`src/hdl/ura_pkg.sv`:
```
// ----------------------------------------------------------------------------
// Ultrasonic range averager package
// Shared constants, the phase encoding, the per-item result record and the
// reciprocal constants for turning the echo width sum into centimetres.
// ----------------------------------------------------------------------------
`default_nettype none

package ura_pkg;

	// Number of measurements that are averaged into one distance.
	localparam int SAMPLES = 5;

	localparam int CFG_W    = 16;   // width of the timing registers
	localparam int CFG_IDX_W = 1;   // register index width
	localparam int TIMER_W  = 16;
	localparam int WIDTH_W  = 16;   // echo width counter
	localparam int SUM_W    = 20;   // echo width accumulator
	localparam int IDX_W    = 4;    // sample counter
	localparam int DIST_W   = 15;   // unsigned Q11.4 distance
	localparam int FRAC_W   = 4;

	localparam logic [CFG_W-1:0] TRIGGER_RESET = 16'd20000;
	localparam logic [CFG_W-1:0] SETTLE_RESET  = 16'd50000;

	// Register indexes on the configuration port.
	localparam logic [CFG_IDX_W-1:0] REG_TRIGGER = 1'b0;
	localparam logic [CFG_IDX_W-1:0] REG_SETTLE  = 1'b1;

	// Sample counter limit, one bit wider so that it can hold SAMPLES itself.
	localparam logic [IDX_W:0] IDX_LIMIT = (IDX_W+1)'(SAMPLES);

	// Distance = floor(16 * sum / (58 * SAMPLES)). The divide is done as a
	// multiply by a rounded-up reciprocal; with the shift chosen as the
	// dividend width plus clog2 of the divisor the result is exact for every
	// dividend below 2**24.
	localparam int CM_DIVISOR = 58;
	localparam int DIVISOR    = CM_DIVISOR * SAMPLES;
	localparam int DIVIDEND_W = SUM_W + FRAC_W;
	localparam int DIV_SHIFT  = DIVIDEND_W + $clog2(DIVISOR);
	localparam int RECIP_W    = DIVIDEND_W + 2;
	localparam int PROD_W     = SUM_W + RECIP_W;
	localparam logic [RECIP_W-1:0] RECIP = RECIP_W'(
		((64'd1 << DIV_SHIFT) + 64'(DIVISOR) - 64'd1) / 64'(DIVISOR));

	typedef enum logic [4:0] {
		PH_IDLE   = 5'b00001,
		PH_TRIG   = 5'b00010,
		PH_WAIT   = 5'b00100,
		PH_MEAS   = 5'b01000,
		PH_SETTLE = 5'b10000
	} phase_t;

	// Result of one tick before the distance scaling.
	typedef struct packed {
		logic             trig;
		logic             busy;
		logic             valid;
		logic [SUM_W-1:0] sum;   // final width sum, zero unless valid
	} res_t;

endpackage

`default_nettype wire

```
`src/hdl/ultrasonic_range_averager_unit.sv`:
```
// Pipeline: an accepted item is registered in stage one and then in stage two
// before its result shows on the outputs. Throughput: one item per cycle
// unless a full pipe waits on out_ready; the sequencer step and the reciprocal
// multiply each sit in their own stage, so nothing iterates.
// Reset: arst_n clears the phase, counters and stage valid bits at once and
// loads the trigger and settle registers with their default lengths.
// ----------------------------------------------------------------------------
// Ultrasonic range averager
// Per-microsecond sequencer that fires the trigger, times the echo of a number
// of measurements and reports their mean distance in centimetres.
// ----------------------------------------------------------------------------
`default_nettype none

module ultrasonic_range_averager_unit (
	input  wire logic                          clk,
	input  wire logic                          arst_n,
	// Input items: one per microsecond tick.
	input  wire logic                          in_valid,
	output logic                               in_ready,
	input  wire logic                          start_req,
	input  wire logic                          echo_level,
	// Result items: one per input item.
	output logic                               out_valid,
	input  wire logic                          out_ready,
	output logic                               trigger_level,
	output logic                               busy_res,
	output logic                               distance_valid,
	output logic [ura_pkg::DIST_W-1:0]         distance_q4,
	// Configuration writes.
	input  wire logic                          cfg_we,
	input  wire logic [ura_pkg::CFG_IDX_W-1:0] cfg_index,
	input  wire logic [ura_pkg::CFG_W-1:0]     cfg_data
);

	// Stage one holds the sequencer result of an item, stage two the finished
	// result item with its scaled distance. Each stage loads when it is empty
	// or when the stage after it moves, so the pipe keeps one item per cycle
	// flowing and only stalls when both stages are full and the output waits.
	logic                         accept;
	logic                         en_s1, en_s2;
	logic                         v_s1, v_s2;
	ura_pkg::res_t                res_c, res_s1;
	logic [ura_pkg::DIST_W-1:0]   dist_c;
	logic                         trig_s2, busy_s2, valid_s2;
	logic [ura_pkg::DIST_W-1:0]   dist_s2;

	assign en_s2    = !v_s2 || out_ready;
	assign en_s1    = !v_s1 || en_s2;
	assign in_ready = en_s1;
	assign accept   = in_valid && in_ready;

	ura_ctrl u_ctrl (
		.clk        (clk),
		.arst_n     (arst_n),
		.accept     (accept),
		.start_req  (start_req),
		.echo_level (echo_level),
		.cfg_we     (cfg_we),
		.cfg_index  (cfg_index),
		.cfg_data   (cfg_data),
		.res        (res_c)
	);

	// The sum is zero on ticks without a result, so the scaled distance is
	// zero there as well.
	ura_scale u_scale (
		.sum      (res_s1.sum),
		.range_q4 (dist_c)
	);

	always_ff @(posedge clk or negedge arst_n) begin
		if (!arst_n) begin
			v_s1 <= 1'b0;
			v_s2 <= 1'b0;
		end else begin
			if (en_s1) begin
				v_s1 <= accept;
			end
			if (en_s2) begin
				v_s2 <= v_s1;
			end
		end
	end

	// Payload registers need no reset.
	always_ff @(posedge clk) begin
		if (accept) begin
			res_s1 <= res_c;
		end
		if (en_s2 && v_s1) begin
			trig_s2  <= res_s1.trig;
			busy_s2  <= res_s1.busy;
			valid_s2 <= res_s1.valid;
			dist_s2  <= dist_c;
		end
	end

	assign out_valid      = v_s2;
	assign trigger_level  = trig_s2;
	assign busy_res       = busy_s2;
	assign distance_valid = valid_s2;
	assign distance_q4    = dist_s2;

`ifndef SYNTHESIS
	a_stall_cause: assert property (@(posedge clk) disable iff (!arst_n)
		!in_ready |-> out_valid && !out_ready && v_s1)
		else $error("input stalled while the pipe can move");

	a_dist_zero: assert property (@(posedge clk) disable iff (!arst_n)
		out_valid && !distance_valid |-> distance_q4 == '0)
		else $error("distance shown without a completed average");
`endif

endmodule

`default_nettype wire

```
`src/hdl/ura_scale.sv`:
```
// ----------------------------------------------------------------------------
// Ultrasonic range averager distance scaling
// Converts the echo width sum into the averaged distance in Q11.4 centimetres
// with one multiply by a constant reciprocal.
// ----------------------------------------------------------------------------
`default_nettype none

module ura_scale (
	input  wire logic [ura_pkg::SUM_W-1:0]  sum,
	output logic      [ura_pkg::DIST_W-1:0] range_q4
);

	logic [ura_pkg::PROD_W-1:0] prod;

	// The factor 16 of the fraction bits is folded into the shift.
	assign prod     = ura_pkg::PROD_W'(sum) * ura_pkg::PROD_W'(ura_pkg::RECIP);
	assign range_q4 = prod[ura_pkg::DIV_SHIFT-ura_pkg::FRAC_W +: ura_pkg::DIST_W];

endmodule

`default_nettype wire

```
`src/hdl/ura_ctrl.sv`:
```
// ----------------------------------------------------------------------------
// Ultrasonic range averager sequencer
// Trigger, echo wait, echo width count and settle phases for each tick, the
// averaging counters and the two timing registers.
// ----------------------------------------------------------------------------
`default_nettype none

module ura_ctrl (
	input  wire logic                          clk,
	input  wire logic                          arst_n,
	input  wire logic                          accept,
	input  wire logic                          start_req,
	input  wire logic                          echo_level,
	input  wire logic                          cfg_we,
	input  wire logic [ura_pkg::CFG_IDX_W-1:0] cfg_index,
	input  wire logic [ura_pkg::CFG_W-1:0]     cfg_data,
	output ura_pkg::res_t                      res
);

	ura_pkg::phase_t                 phase_q, phase_d;
	logic [ura_pkg::TIMER_W-1:0]     timer_q, timer_d, t_inc, tlen;
	logic [ura_pkg::WIDTH_W-1:0]     width_q, width_d;
	logic [ura_pkg::SUM_W-1:0]       sum_q, sum_d;
	logic [ura_pkg::IDX_W-1:0]       idx_q, idx_d;
	logic [ura_pkg::CFG_W-1:0]       trigger_us_q, settle_us_q;
	logic                            finish, last;

	always_ff @(posedge clk or negedge arst_n) begin
		if (!arst_n) begin
			trigger_us_q <= ura_pkg::TRIGGER_RESET;
			settle_us_q  <= ura_pkg::SETTLE_RESET;
		end else if (cfg_we) begin
			case (cfg_index)
				ura_pkg::REG_TRIGGER: trigger_us_q <= cfg_data;
				ura_pkg::REG_SETTLE:  settle_us_q  <= cfg_data;
				default: ;
			endcase
		end
	end

	always_comb begin
		phase_d = phase_q;
		timer_d = timer_q;
		width_d = width_q;
		sum_d   = sum_q;
		idx_d   = idx_q;
		finish  = 1'b0;
		res     = '0;
		// A zero trigger length still gives one trigger tick.
		tlen    = (trigger_us_q == '0) ? ura_pkg::TIMER_W'(1) : trigger_us_q;
		t_inc   = timer_q + ura_pkg::TIMER_W'(1);
		last    = ({1'b0, idx_q} + (ura_pkg::IDX_W+1)'(1)) >= ura_pkg::IDX_LIMIT;

		case (phase_q)
			ura_pkg::PH_TRIG: begin
				res.trig = 1'b1;
				res.busy = 1'b1;
				timer_d  = t_inc;
				if (t_inc >= tlen) begin
					phase_d = ura_pkg::PH_WAIT;
					timer_d = '0;
				end
			end
			ura_pkg::PH_WAIT: begin
				res.busy = 1'b1;
				if (echo_level) begin
					width_d = ura_pkg::WIDTH_W'(1);
					phase_d = ura_pkg::PH_MEAS;
				end
			end
			ura_pkg::PH_MEAS: begin
				res.busy = 1'b1;
				if (echo_level) begin
					if (width_q != '1) begin
						width_d = width_q + ura_pkg::WIDTH_W'(1);
					end
				end else begin
					sum_d   = sum_q + ura_pkg::SUM_W'(width_q);
					timer_d = '0;
					if (settle_us_q == '0) begin
						finish = 1'b1;
					end else begin
						phase_d = ura_pkg::PH_SETTLE;
					end
				end
			end
			ura_pkg::PH_SETTLE: begin
				res.busy = 1'b1;
				timer_d  = t_inc;
				if (t_inc >= settle_us_q) begin
					finish = 1'b1;
				end
			end
			default: begin
				phase_d = ura_pkg::PH_IDLE;
				if (start_req) begin
					phase_d = ura_pkg::PH_TRIG;
					timer_d = '0;
					width_d = '0;
					sum_d   = '0;
					idx_d   = '0;
				end
			end
		endcase

		if (finish) begin
			timer_d = '0;
			if (last) begin
				res.valid = 1'b1;
				res.sum   = sum_d;
				phase_d   = ura_pkg::PH_IDLE;
				idx_d     = '0;
			end else begin
				phase_d = ura_pkg::PH_TRIG;
				idx_d   = idx_q + ura_pkg::IDX_W'(1);
			end
		end
	end

	always_ff @(posedge clk or negedge arst_n) begin
		if (!arst_n) begin
			phase_q <= ura_pkg::PH_IDLE;
			timer_q <= '0;
			width_q <= '0;
			sum_q   <= '0;
			idx_q   <= '0;
		end else if (accept) begin
			phase_q <= phase_d;
			timer_q <= timer_d;
			width_q <= width_d;
			sum_q   <= sum_d;
			idx_q   <= idx_d;
		end
	end

`ifndef SYNTHESIS
	a_done_to_idle: assert property (@(posedge clk) disable iff (!arst_n)
		accept && res.valid |=> phase_q == ura_pkg::PH_IDLE)
		else $error("sequence completed without returning to idle");

	a_idx_range: assert property (@(posedge clk) disable iff (!arst_n)
		{1'b0, idx_q} < ura_pkg::IDX_LIMIT)
		else $error("sample counter beyond the sample count");
`endif

endmodule

`default_nettype wire
```
`config.mk`:
```
export PLATFORM = sky130hd
export DESIGN_NAME = ultrasonic_range_averager_unit
export DESIGN_NICKNAME = d
export VERILOG_FILES = /design/src/hdl/ura_pkg.sv /design/src/hdl/ultrasonic_range_averager_unit.sv /design/src/hdl/ura_scale.sv /design/src/hdl/ura_ctrl.sv
export SDC_FILE = /design/constraint.sdc
export NUM_CORES = 1
export LEC_CHECK = 0
export BUFFER_PORTS_ARGS = -buffer_cell sky130_fd_sc_hd__buf_2
export CORE_MARGIN = 3
export CORE_UTILIZATION = 60
export CTS_CLUSTER_SIZE = 40
export DETAILED_ROUTE_END_ITERATION = 16
export PLACE_DENSITY = 0.87
export SYNTH_ARGS = -nofsm -noshare
export SYNTH_HDL_FRONTEND = slang
export SYNTH_SLANG_ARGS = --single-unit
```
`constraint.sdc`:
```
create_clock -name clk -period 8.6 [get_ports clk]
set_input_delay 0 -clock clk [delete_from_list [all_inputs] [get_ports clk]]
set_output_delay 0 -clock clk [all_outputs]
set_load 0.01 [all_outputs]
```
**Word level (Yosys, flattened, before mapping)**

Index checks and enable logic that the tools add are counted.

- $lt $le $gt $ge: 3
- Shift-type cells: 0
- Multipliers: 1
- Div/mod/pow operators: 0
- Equal/unequal tests: 15
- Bitwise operators: 2
- Muxes and demuxes: 32
- Reduce and logical (&&, ||, !) cells: 21
- Add/subtract/negate cells: 5

Operators by type and width:

| kind | count |
|---|---|
| 16-bit 2-to-1 mux | 8 |
| 16-bit case mux with 4 select lines | 1 |
| 16-bit case mux with 3 select lines | 1 |
| 20-bit by 25-bit multiplier with 44-bit output, second input constant | 1 |
| 20-bit 2-to-1 mux | 2 |
| 20-bit case mux with 2 select lines | 1 |
| 16-bit by 1-bit adder with 16-bit output, second input constant | 2 |
| 16-bit >= comparator | 2 |
| 16-bit logical NOT | 2 |
| 5-bit 2-to-1 mux | 5 |
| 21-bit 2-to-1 mux | 1 |
| 20-bit by 16-bit adder with 20-bit output | 1 |
| 5-bit case mux with 4 select lines | 1 |
| 4-bit 2-to-1 mux | 4 |
| 16-bit != test, second input constant | 1 |
| 6-bit AND reduction | 2 |
| 3-bit by 2-bit != test with 1-bit output, second input constant | 3 |
| 2-bit by 1-bit != test with 1-bit output, second input constant | 4 |
| 2-bit AND reduction | 3 |
| 4-bit by 1-bit adder with 5-bit output, second input constant | 1 |
| 5-bit by 2-bit == test with 1-bit output, second input constant | 1 |
| 5-bit by 3-bit == test with 1-bit output, second input constant | 1 |
| 5-bit by 4-bit == test with 1-bit output, second input constant | 1 |
| 5-bit == test, second input constant | 1 |
| other kinds (19) | 29 |

- Memories kept: 0
- Word-level logic and storage cells: 96
- Register bits after elaboration: 136
- ROM bits: 0
- Bits of input ports: 24
- Memory bits (writable): 0
- Latch bits: 0
- Output and inout bits: 20

**Logic depth before layout (Yosys ltp)**

Gate-level depths: netlist of the first run.

- Word-level depth: 6
- Gate-level depth with buffers: 24
- Depth with buffers taken out: 24

**Hierarchy**

Synthesis of the first run repeated with hierarchy kept, for this count alone.

- Cell total of the unflattened synthesis: 1541
- Area total of the unflattened synthesis: 15539.9 um2

Modules (own cells, without submodules):

| module | sequential area each (um2) | cells each | instances | area an instance (um2) |
|---|---|---|---|---|
| ura_scale | 0.0 | 798 | 1 | 7910.1 |
| ura_ctrl | 2342.2 | 694 | 1 | 6294.8 |
| ultrasonic_range_averager_unit | 1281.2 | 49 | 1 | 1335.0 |

**Least setup slack after synthesis of the first run**

Ideal clock, no wire load.

- Path kind: flip-flop to flip-flop
- From: reg res_s1[14] in the netlist's numbering
- To: reg dist_s2 (netlist bit distance_q4[12]), data pin
- Arrival: 6.207 ns
- Buffers on the path: 0
- Required time: 8.340 ns
- Library setup time: 0.260 ns
- Setup slack: 2.133 ns
- Stages on the path, launching flop included: 20
- Period minus slack after synthesis: 6.467 ns
- Path through: edfxtp_1 -> fa_1 -> fa_1 -> fa_1 -> fa_1 -> fa_1 -> inv_1 -> fa_1 -> inv_1 -> ha_1 -> ha_1 -> and3_4 -> a221o_1 -> a31oi_2 -> nand2_2 -> a211oi_4 -> o311ai_2 -> a31oi_2 -> o21bai_2 -> xor2_1

- Longest elaborated chain between the ends: 1

Ends and longest elaborated chain:

| what | RTL line | source |
|---|---|---|
| from (decl) | ultrasonic_range_averager_unit.sv:42 | `ura_pkg::res_t res_c, res_s1;` |
| from (signal assigned) | ultrasonic_range_averager_unit.sv:88 | `res_s1 <= res_c;` |
| 20-bit by 25-bit multiplier with 44-bit output | ura_scale.sv:16 | `assign prod = ura_pkg::PROD_W'(sum) * ura_pkg::PROD_W'(ura_pkg::RECIP);` |
| named net dist_c (one bit) | ultrasonic_range_averager_unit.sv:43 | `logic [ura_pkg::DIST_W-1:0] dist_c;` |
| to (signal assigned) | ultrasonic_range_averager_unit.sv:94 | `dist_s2 <= dist_c;` |
| to (decl) | ultrasonic_range_averager_unit.sv:45 | `logic [ura_pkg::DIST_W-1:0] dist_s2;` |

The timed path passes the listed nets, and every way through them passes these cells.
A chain may end at the register's enable or synchronous reset.

**Final worst setup path of the first run**

- From: reg res_s1[4] in the netlist's numbering
- To: reg dist_s2 (netlist bit distance_q4[12]), data pin

Same word-level chain as after synthesis.

==> flow_metrics.env, run 1 <==
export IMPL_status="finished, final reports clean"
export IMPL_fill_cells=1835
export IMPL_grt_overflow_total=0
export IMPL_grt_util_all_layers=0.267
export IMPL_finalNetCount=2043
export IMPL_min_delay_start="echo_level"
export IMPL_portBuffers=43
export IMPL_leakage_nw=8.60
export IMPL_finalNonFillerCells=1946
export IMPL_first_global_vias=12000
export IMPL_slew_viol_final=0
export IMPL_regArea_um2=3620
export IMPL_holdCritPathClass="in -> reg"
export IMPL_finalHoldViolCount=0
export IMPL_setup_tns_ns=0
export IMPL_setup_worst_path_start="res_s1[4]"
export IMPL_relSlewSlack=0.200
export IMPL_holdWs_ns=0.0547
export IMPL_worst_pin_slew_ns=1.20
export IMPL_synth_xor_area_share=0.0345
export IMPL_syn_nets=1980
export IMPL_place_detailed_hpwl_um=28400
export IMPL_place_inst=1892
export IMPL_grt_pass1_wl_um=60400
export IMPL_drc=0
export IMPL_dr_first_iter_drc_count=704
export IMPL_via_per_inst=5.84
export IMPL_total_power_mw=6.72
export IMPL_cap_violations=0
export IMPL_multi_input_comb_area_um2=10600
export IMPL_max_freq_mhz=143
export IMPL_gp_congestion=1.00
export IMPL_crit_chain="fa_1 -> ha_1 -> inv_1 -> fa_1 -> inv_1 -> fa_1 -> fa_1 -> fa_1 -> inv_1 -> fa_1 -> inv_1 -> ha_1 -> a21boi_0 -> a2111oi_0 -> nand2_1 -> a211oi_4 -> o311ai_2 -> a31oi_2 -> o21bai_2 -> xor2_1"
export IMPL_synth_edf_count=41
export IMPL_rows=58
export IMPL_boundaryPins=44
export IMPL_yosys_area_top_type="fa_1"
export IMPL_syn_area_per_cell_um2=10.1
export IMPL_synth_mux_area_frac=0.0199
export IMPL_cp_max_fo=7
export IMPL_synthArstFlopShare=0.699
export IMPL_rsz0062_at_grt="false"
export IMPL_clk_latency_ns=0.44
export IMPL_vias=11400
export IMPL_clockBufferDepth=2
export IMPL_yosysTopAreaCellShare=0.208
export IMPL_cts_sinks=136
export IMPL_htree_levels=4
export IMPL_initial_core_util=0.614
export IMPL_synth_ff_type="dfrtp_1"
export IMPL_slowest_stage="fa_1"
export IMPL_drive_above_1_share=0.0965
export IMPL_holdBufCountCts=22
export IMPL_synth_area_um2=15500
export IMPL_ir_drop_mv=0.733
export IMPL_finalCritPeriodShare=0.814
export IMPL_path_buf_inv=4
export IMPL_grt_max_degree=76
export IMPL_final_setup_viol_count=0
export IMPL_cts_buffers=17
export IMPL_cts_tree="yes"
export IMPL_post_drt_wl_per_cell_um=18.6
export IMPL_die_w_um=167
export IMPL_reg2reg_from="res_s1[4]"
export IMPL_drt_total_wl_um=36200
export IMPL_netlist_top_cells_count="inv_1, ha_1, fa_1"
export IMPL_synth_top_family_by_area="adder cells"
export IMPL_yosysMostFrequentCell="inv_1"
export IMPL_ant_nets=0
export IMPL_critPathTopFamily="adder cells"
export IMPL_worst_ep_required_time_ns=8.79
export IMPL_start_kind="flop"
export IMPL_cts_setup_buffers=0
export IMPL_arrival_ns=7.19
export IMPL_die_area_um2=27800
export IMPL_cts_resized_gates=0
export IMPL_yosysWarnings=0
export IMPL_synthTopCellsByArea="fa_1, ha_1, dfrtp_1"
export IMPL_diodes=0
export IMPL_period_needed_ns=7.00
export IMPL_fin_skew_ns=0.0177
export IMPL_synthAdderAreaFrac=0.414
export IMPL_grt_antenna_before_repair=0
export IMPL_area_delta_synth_final_pct=8.89
export IMPL_clkTransAtPathRegs_ns=0.08
export IMPL_cpPeakStageDelay_ns=0.63
export IMPL_synthCells=1540
export IMPL_ys_ff_latch=136
export IMPL_post_synth_and_or_nand_nor_area_fraction=0.103
export IMPL_drt_pre_antenna_iters=5
export IMPL_p_per_area_nw_per_um2=398
export IMPL_root_buffer="clkbuf_16"
export IMPL_crit_top_cell="fa_1"
export IMPL_ys_types=86
export IMPL_crit_type="reg -> reg"
export IMPL_yosysSeqAreaShare=0.234
export IMPL_end_kind="flop"
export IMPL_die_h_um=167
export IMPL_synth_compound_area_frac=0.115
export IMPL_core_area_um2=25300
[layout by cell type (no fill, tap or decap), types with 5 or more instances in the layout]
| cell | Yosys | final |
|---|---|---|
| and2_1 | 5 | 5 |
| nor2b_1 | 13 | 13 |
| nand3_1 | 40 | 40 |
| edfxtp_1 | 41 | 41 |
| inv_8 | 0 | 5 |
| mux2_2 | 20 | 20 |
| nand2b_1 | 8 | 8 |
| or3_1 | 9 | 9 |
| nor2_1 | 52 | 52 |
| a21o_1 | 37 | 37 |
| inv_1 | 296 | 296 |
| o21ai_0 | 74 | 74 |
| nor3_1 | 14 | 14 |
| mux2i_1 | 6 | 6 |
| buf_2 | 4 | 42 |
| a21oi_1 | 58 | 58 |
| xor2_1 | 22 | 22 |
| dfrtp_1 | 83 | 83 |
| nand4_1 | 10 | 10 |
| buf_4 | 5 | 5 |
| dlygate4sd3_1 | 0 | 22 |
| or2_2 | 8 | 8 |
| fa_1 | 161 | 161 |
| dfstp_2 | 12 | 12 |
| a31oi_1 | 7 | 7 |
| nand2_1 | 110 | 110 |
| clkbuf_16 | 0 | 17 |
| a22o_1 | 8 | 8 |
| o21a_1 | 7 | 7 |
| and3_1 | 10 | 10 |
| ha_1 | 255 | 255 |
| xnor2_1 | 39 | 39 |
| nor4_1 | 11 | 11 |
[final timing paths]
kind	slack (ns)	end	cells after the start
min in group asynchronous	0.46	u_ctrl.sum_q[6]	3
worst max register to register	1.60	distance_q4[12]	20
worst max-delay path	1.60	distance_q4[12]	20
worst min-delay path	0.05	u_ctrl.sum_q[17]	3
worst min register to register	0.44	distance_valid	0
max in group asynchronous	6.85	u_ctrl.sum_q[3]	4
[cell families (layout without fill, tap and decap cells)]
| kind of cell | after synthesis | in the layout |
|---|---|---|
| xor+xnor | 61 | 61 |
| mux | 28 | 28 |
| buf+inv | 323 | 399 |
| simple gates | 316 | 316 |
| compound gates | 260 | 260 |
| flops | 136 | 136 |
| fa+ha+maj | 416 | 416 |
[layout make-up]
cell class                      count  share of cell area
Clock inverter                     15              0.0112
Timing Repair Buffer               69              0.0277
Multi-Input combinational cell   1081               0.630
Clock buffer                       17              0.0252
Inverter                          298              0.0663
Tap cell                          330              0.0245
Sequential cell                   136               0.215
[stage by stage]
step	instance area, µm²	setup slack (ns)	utilization
2_1_floorplan	15500	2.13	-
3_3_place_gp	16000	1.81	0.635
3_5_place_dp	16000	1.67	0.635
4_1_cts	16900	1.66	0.668
5_1_grt	16900	1.42	0.668
6_report	16900	1.60	0.668
[report_power, final]
group / internal [mW] / leakage (nW) / total, mW / switching (mW)
Sequential: 0.871 / 1.63 / 0.946 / 0.0751
Combinational: 2.09 / 6.66 / 5.00 / 2.91
Clock: 0.400 / 0.300 / 0.773 / 0.373
Total: 3.36 / 8.60 / 6.72 / 3.36
[worst reg2reg max path, cell delays in order, from the launching register on]
cell and delay (ns):
edfxtp_1 0.57, fa_1 0.63, ha_1 0.44, inv_1 0.09
fa_1 0.51, inv_1 0.05, fa_1 0.52, fa_1 0.46
fa_1 0.54, inv_1 0.05, fa_1 0.49, inv_1 0.04
ha_1 0.35, a21boi_0 0.16, a2111oi_0 0.46, nand2_1 0.30
a211oi_4 0.42, o311ai_2 0.18, a31oi_2 0.27, o21bai_2 0.08
xor2_1 0.14
[flip-flops by register name (all words and copies together), names as in the netlist]
signal and flops:
distance_valid 1, trigger_level 1, distance_q4 15, u_ctrl.timer_q 16, busy_res 1, u_ctrl.sum_q 20
u_ctrl.settle_us_q 16, u_ctrl.width_q 16, v_s1 1, u_ctrl.trigger_us_q 16, res_s1 23, out_valid 1
u_ctrl.phase_q 5, u_ctrl.idx_q 4
[layer usage]
metal  wire [µm]  GRT usage  share of wire
met1       15000      0.349           0.41
met2       18200      0.460           0.50
met3        2020     0.0423          0.056
met4        1050     0.0875          0.029
met5           0          0              0
Power figures use the tool's default switching activity.
==> inputs of run 2 (changes only) <==
- clock period: 8.6 -> 7.2 ns (I/O delays scaled with it)
==> run 2 against run 1 <==
  * Core utilization is 0.17 points higher
  * Non-clock buffer count is 5 higher
  * Final area up 0.25%
  * Flip-flop and latch count did not move
  * Sequential power rose by 19%
  * Critical endpoint unchanged
  * Largest cell class unchanged
  * Highest routed layer unchanged
==> flow_metrics.env, run 2 (synthesized netlist as in run 1, its figures left out) <==
export IMPL_initial_core_util=0.614
export IMPL_setup_worst_path_start="res_s1[17]"
export IMPL_placed_area_um2=16100
export IMPL_final_cell_mix="inv_1, ha_1, fa_1"
export IMPL_dr_first_iter_drc_count=742
export IMPL_drt_total_wl_um=36600
export IMPL_cp_max_fo=7
export IMPL_netSwitchingFraction=0.499
export IMPL_gp_congestion=0.968
export IMPL_start_kind="flop"
export IMPL_cts_buffers=17
export IMPL_arrival_ns=7.11
export IMPL_cts_sinks=136
export IMPL_grt_util_all_layers=0.273
export IMPL_grt_max_degree=76
export IMPL_largest_reg_flops=23
export IMPL_place_detailed_hpwl_um=28800
export IMPL_worst_r2r_setup_slack_ns=0.28
export IMPL_reg2reg_from="res_s1[17]"
export IMPL_wl_met2_um=18300
export IMPL_worst_pin_slew_ns=1.19
export IMPL_dr_wl_met3_um=1670
export IMPL_p_comb_frac=0.744
export IMPL_clockBufferDepth=2
export IMPL_period_needed_ns=6.92
export IMPL_clkPwrFrac=0.115
export IMPL_boundaryPins=44
export IMPL_drt_pre_antenna_iters=5
export IMPL_top_layer="met4"
export IMPL_diodes=0
export IMPL_reg_largest_list="res_s1 (23), u_ctrl.sum_q (20)"
export IMPL_final_setup_viol_count=0
export IMPL_min_delay_start="echo_level"
export IMPL_cts_tree="yes"
export IMPL_p_per_area_nw_per_um2=474
export IMPL_grt_antenna_before_repair=0
export IMPL_crit_type="reg -> reg"
export IMPL_die_w_um=167
export IMPL_core_area_um2=25300
export IMPL_setup_tns_ns=0
export IMPL_grt_overflow_total=0
export IMPL_rr_endpoint="distance_q4[12]"
export IMPL_clk_latency_ns=0.44
export IMPL_wl_met1_um=15300
export IMPL_finalNetCount=2048
export IMPL_clkTransAtPathRegs_ns=0.08
export IMPL_relSlewSlack=0.202
export IMPL_seqPwrFrac=0.141
export IMPL_vias=11400
export IMPL_cts_resized_gates=0
export IMPL_end_kind="flop"
export IMPL_drc=0
export IMPL_drive_above_1_share=0.0999
export IMPL_regMostFlops="res_s1"
export IMPL_final_common_cell="inv_1"
export IMPL_portBuffers=43
export IMPL_status="finished, final reports clean"
export IMPL_first_global_vias=12200
export IMPL_fin_skew_ns=0.0170
export IMPL_finalCritPeriodShare=0.961
export IMPL_worst_ep_required_time_ns=7.39
export IMPL_via_per_inst=5.86
export IMPL_switchingPower_mw=4.01
export IMPL_holdCritPathClass="in -> reg"
export IMPL_rows=58
export IMPL_htree_levels=4
export IMPL_post_drt_wl_per_cell_um=18.7
export IMPL_p_int_mw=4.02
export IMPL_cap_violations=0
export IMPL_die_h_um=167
export IMPL_hold_depth=3
export IMPL_reg2reg_depth=19
export IMPL_grt_pass1_wl_um=61500
export IMPL_ant_nets=0
export IMPL_rsz0062_at_grt="false"
export IMPL_slew_viol_final=0
export IMPL_leakage_nw=8.62
export IMPL_ir_drop_mv=0.916
export IMPL_max_freq_mhz=144
export IMPL_fill_cells=1825
export IMPL_root_buffer="clkbuf_16"
export IMPL_finalHoldViolCount=0
export IMPL_final_area_um2=16900
export IMPL_holdWs_ns=0.0712
export IMPL_worst_hold_path_endpoint="u_ctrl.sum_q[17]"
export IMPL_die_area_um2=27800
export IMPL_area_delta_synth_final_pct=9.16
[run 2: cell types whose count changed in the layout (fill, tap and decap cells not counted), sizes merged]
cell         before  now
inv             307  305
buf              47   53
dlygate4sd3      22   21
clkinv            6    8
[run 2: cell type report]
cell class | instances | area, µm² | share of cell area
Clock inverter | 15 | 196 | 0.0116
Inverter | 298 | 1120 | 0.0661
Clock buffer | 17 | 425 | 0.0251
Tap cell | 330 | 413 | 0.0244
Sequential cell | 136 | 3620 | 0.214
Timing Repair Buffer | 74 | 503 | 0.0297
Multi-Input combinational cell | 1081 | 10600 | 0.629
[run 2: layer usage]
metal  global-route usage  up-vias
met2                0.477      368
li1                     -     5318
met4               0.0983        0
met3               0.0368       88
met1                0.351     5659
met5                    0        -
[run 2: critical path, stage by stage (launching register included)]
cell      delay, ns
edfxtp_1       0.52
fa_1           0.84
fa_1           0.51
fa_1           0.52
fa_1           0.52
fa_1           0.55
inv_1          0.05
fa_1           0.53
inv_1          0.04
ha_1           0.30
ha_1           0.37
and3_4         0.23
a221o_1        0.35
a31oi_2        0.19
nand2_2        0.09
a211oi_4       0.39
o311ai_2       0.19
a31oi_2        0.27
o21bai_2       0.08
xor2_1         0.14
[run 2: power by group through the flow]
stage	registers, mW	logic, mW	clock network (mW)
floorplan	1.14	4.43	0
global placement	1.14	5.54	0
detailed placement	1.14	5.86	0
CTS	1.13	5.94	0.933
global route	1.14	6.80	0.961
finish	1.13	5.97	0.926
[run 2: worst max path at each step]
stage,endpoint,slack (ns),depth (start not counted)
after CTS,distance_q4[12],0.30,19
final,distance_q4[12],0.28,19
after global placement,distance_q4[12],0.48,19
after floorplan,distance_q4[12],0.73,19
after detailed placement,distance_q4[12],0.30,19
after global routing,distance_q4[12],0.005,20
[run 2: metrics by stage]
step                      worst slack (ns)  total power, mW  std cells   util
after floorplan                      0.733             5.57       1540      -
after global placement               0.482             6.68       1897  0.637
after detailed placement             0.304             7.00       1897  0.637
after CTS                            0.303             8.00       1950  0.670
after global routing               0.00478             8.90       1951  0.670
final                                0.279             8.03       1951  0.670
[run 2: repair_timing]
| item | CTS | global route |
|---|---|---|
| endpoints found under the hold margin | 54 | 0 |
| setup endpoints to repair | 0 | 1 |
| setup buffers | 0 | 1 |
| hold buffers | 21 | 0 |
==> inputs of run 3 (changes only) <==
- ABC_AREA: not set -> 1
- MAX_ROUTING_LAYER: not set -> met4
==> run 3 against run 2 <==
  * Largest cell class unchanged
  * Hold slack better by 0.13 ns
  * Register-to-register slack better by 0.44 ns
  * Synthesized cell count up 33%
  * Clock skew down 0.0026 ns
  * Flip-flop and latch count unchanged
==> flow_metrics.env, run 3 <==
export IMPL_synth_edf_count=41
export IMPL_ant_nets=0
export IMPL_min_delay_start="echo_level"
export IMPL_worst_pin_slew_ns=1.03
export IMPL_initial_core_util=0.618
export IMPL_drt_pre_antenna_iters=6
export IMPL_grt_max_degree=82
export IMPL_cts_buffers=17
export IMPL_die_h_um=174
export IMPL_rows=60
export IMPL_core_area_um2=27300
export IMPL_portBuffers=43
export IMPL_vias=14200
export IMPL_regArea_um2=3620
export IMPL_arrival_ns=6.66
export IMPL_cts_tree="yes"
export IMPL_worst_ep_required_time_ns=7.38
export IMPL_final_setup_viol_count=0
export IMPL_reg2reg_depth=19
export IMPL_ys_ff_latch=136
export IMPL_rr_endpoint="distance_q4[12]"
export IMPL_wl_met1_um=18100
export IMPL_dr_wl_met3_um=3090
export IMPL_yosysSeqAreaShare=0.215
export IMPL_boundaryPins=44
export IMPL_max_freq_mhz=154
export IMPL_final_cell_mix="inv_1, nand2_1, ha_1"
export IMPL_synthTopCellsByArea="fa_1, ha_1, dfrtp_1"
export IMPL_reg_largest_list="res_s1 (23), u_ctrl.sum_q (20)"
export IMPL_hold_depth=6
export IMPL_synthArstFlopShare=0.699
export IMPL_crit_type="reg -> reg"
export IMPL_place_detailed_hpwl_um=35300
export IMPL_rsz0062_at_grt="false"
export IMPL_first_global_vias=14500
export IMPL_slew_viol_final=0
export IMPL_root_buffer="clkbuf_16"
export IMPL_cts_setup_buffers=0
export IMPL_drt_total_wl_um=44000
export IMPL_end_kind="flop"
export IMPL_fin_skew_ns=0.0144
export IMPL_finalHoldViolCount=0
export IMPL_via_per_inst=5.67
export IMPL_setup_tns_ns=0
export IMPL_cp_max_fo=6
export IMPL_drive_above_1_share=0.0593
export IMPL_cap_violations=0
export IMPL_syn_nets=2488
export IMPL_multi_input_comb_area_um2=11400
export IMPL_fill_cells=2134
export IMPL_grt_util_all_layers=0.305
export IMPL_synthCells=2048
export IMPL_largest_reg_flops=23
export IMPL_start_kind="flop"
export IMPL_diodes=0
export IMPL_area_delta_synth_final_pct=8.37
export IMPL_clk_latency_ns=0.45
export IMPL_die_area_um2=30100
export IMPL_status="finished, final reports clean"
export IMPL_grt_pass1_wl_um=71700
export IMPL_wl_met2_um=21400
export IMPL_ys_types=48
export IMPL_dr_first_iter_drc_count=1277
export IMPL_clkTransAtPathRegs_ns=0.07
export IMPL_worst_hold_path_endpoint="u_ctrl.sum_q[14]"
export IMPL_yosysTopAreaCellShare=0.191
export IMPL_cts_sinks=136
export IMPL_netlist_top_cells_count="inv_1, nand2_1, ha_1"
export IMPL_grt_antenna_before_repair=0
export IMPL_drc=0
export IMPL_post_drt_wl_per_cell_um=17.6
export IMPL_clockBufferDepth=2
export IMPL_holdWs_ns=0.206
export IMPL_top_layer="met4"
export IMPL_yosysWarnings=0
export IMPL_gp_congestion=1.03
export IMPL_grt_overflow_total=0
export IMPL_finalCritPeriodShare=0.900
export IMPL_relSlewSlack=0.313
export IMPL_regMostFlops="res_s1"
export IMPL_holdCritPathClass="in -> reg"
export IMPL_synth_area_um2=16800
export IMPL_htree_levels=4
export IMPL_syn_area_per_cell_um2=8.22
export IMPL_synth_ff_type="dfrtp_1"
export IMPL_reg2reg_from="res_s1[8]"
export IMPL_period_needed_ns=6.48
export IMPL_worst_r2r_setup_slack_ns=0.72
export IMPL_yosysMostFrequentCell="inv_1"
export IMPL_final_common_cell="inv_1"
export IMPL_die_w_um=174
export IMPL_finalNetCount=2551
export IMPL_yosys_area_top_type="fa_1"
## run 3: changes by cell type after synthesis, sizes merged, moves of 22 or more
cell,change
a21o,-22
a21oi,+31
inv,+152
mux2,-22
nand2,+282
nand3,+42
nor2,+94
o21ai,+41
xnor2,-27
## run 3: area by class of cell
class / count / area share
clock inverters: 14 / 0.00837
flip-flops and latches: 136 / 0.199
inverters: 449 / 0.0924
multi-input cells: 1441 / 0.626
well taps: 372 / 0.0255
repair buffers: 66 / 0.0241
clock buffers: 18 / 0.0247
## run 3: worst max path at each step
| stage | cells after the start | from | slack [ns] | end |
|---|---|---|---|---|
| floorplan | 21 | res_s1[8] | 1.40 | distance_q4[13] |
| global placement | 19 | res_s1[8] | 0.90 | distance_q4[9] |
| detailed placement | 19 | res_s1[8] | 0.80 | distance_q4[12] |
| CTS | 19 | res_s1[8] | 0.80 | distance_q4[12] |
| global route | 21 | res_s1[8] | 0.45 | distance_q4[14] |
| finish | 19 | res_s1[8] | 0.72 | distance_q4[12] |
## run 3: metal layers
metal / GRT usage / vias up
met5: - / -
met4: 0.104 / 0
met3: 0.0423 / 117
met2: 0.508 / 596
met1: 0.384 / 6797
li1: - / 6640
## run 3: timing repair
item	CTS	global route
resized for setup	0	0
hold buffers	20	0
endpoints found under the hold margin	49	0
## run 3: cells by family (layout without fill, tap and decap cells)
logic type | after synthesis | in the layout | synth area share
AO/OA/AOI/OAI | 275 | 275 | 0.0930
adder cells (fa/ha/maj) | 416 | 416 | 0.381
flip-flops | 136 | 136 | 0.215
buffers and inverters | 471 | 547 | 0.106
AND/OR/NAND/NOR | 701 | 701 | 0.179
XOR/XNOR | 49 | 49 | 0.0255
## run 3: critical path, stage by stage (launching register included)
cell and delay, ns:
edfxtp_1 0.56, fa_1 0.76, inv_1 0.18, fa_1 0.52, fa_1 0.45, fa_1 0.56
inv_1 0.06, fa_1 0.46, fa_1 0.54, inv_1 0.05, fa_1 0.50, inv_1 0.04
ha_1 0.31, a21o_1 0.20, o21bai_1 0.17, nor2_1 0.29, o21ai_0 0.15, nand2_1 0.13
nand3_1 0.12, xor2_1 0.17
## run 3: metrics by stage
step                      worst slack [ns]  utilization  instances  area (µm²)
after detailed placement             0.797        0.640       2444       17400
after CTS                            0.795        0.670       2496       18200
after global routing                 0.454        0.670       2496       18200
after global placement               0.899        0.640       2444       17400
after floorplan                       1.40            -       2048       16800
final                                0.718        0.670       2496       18200
Power of run 3 is not shown: default switching activity piles up to over one toggle a cycle in this logic, so the estimate is an artifact.
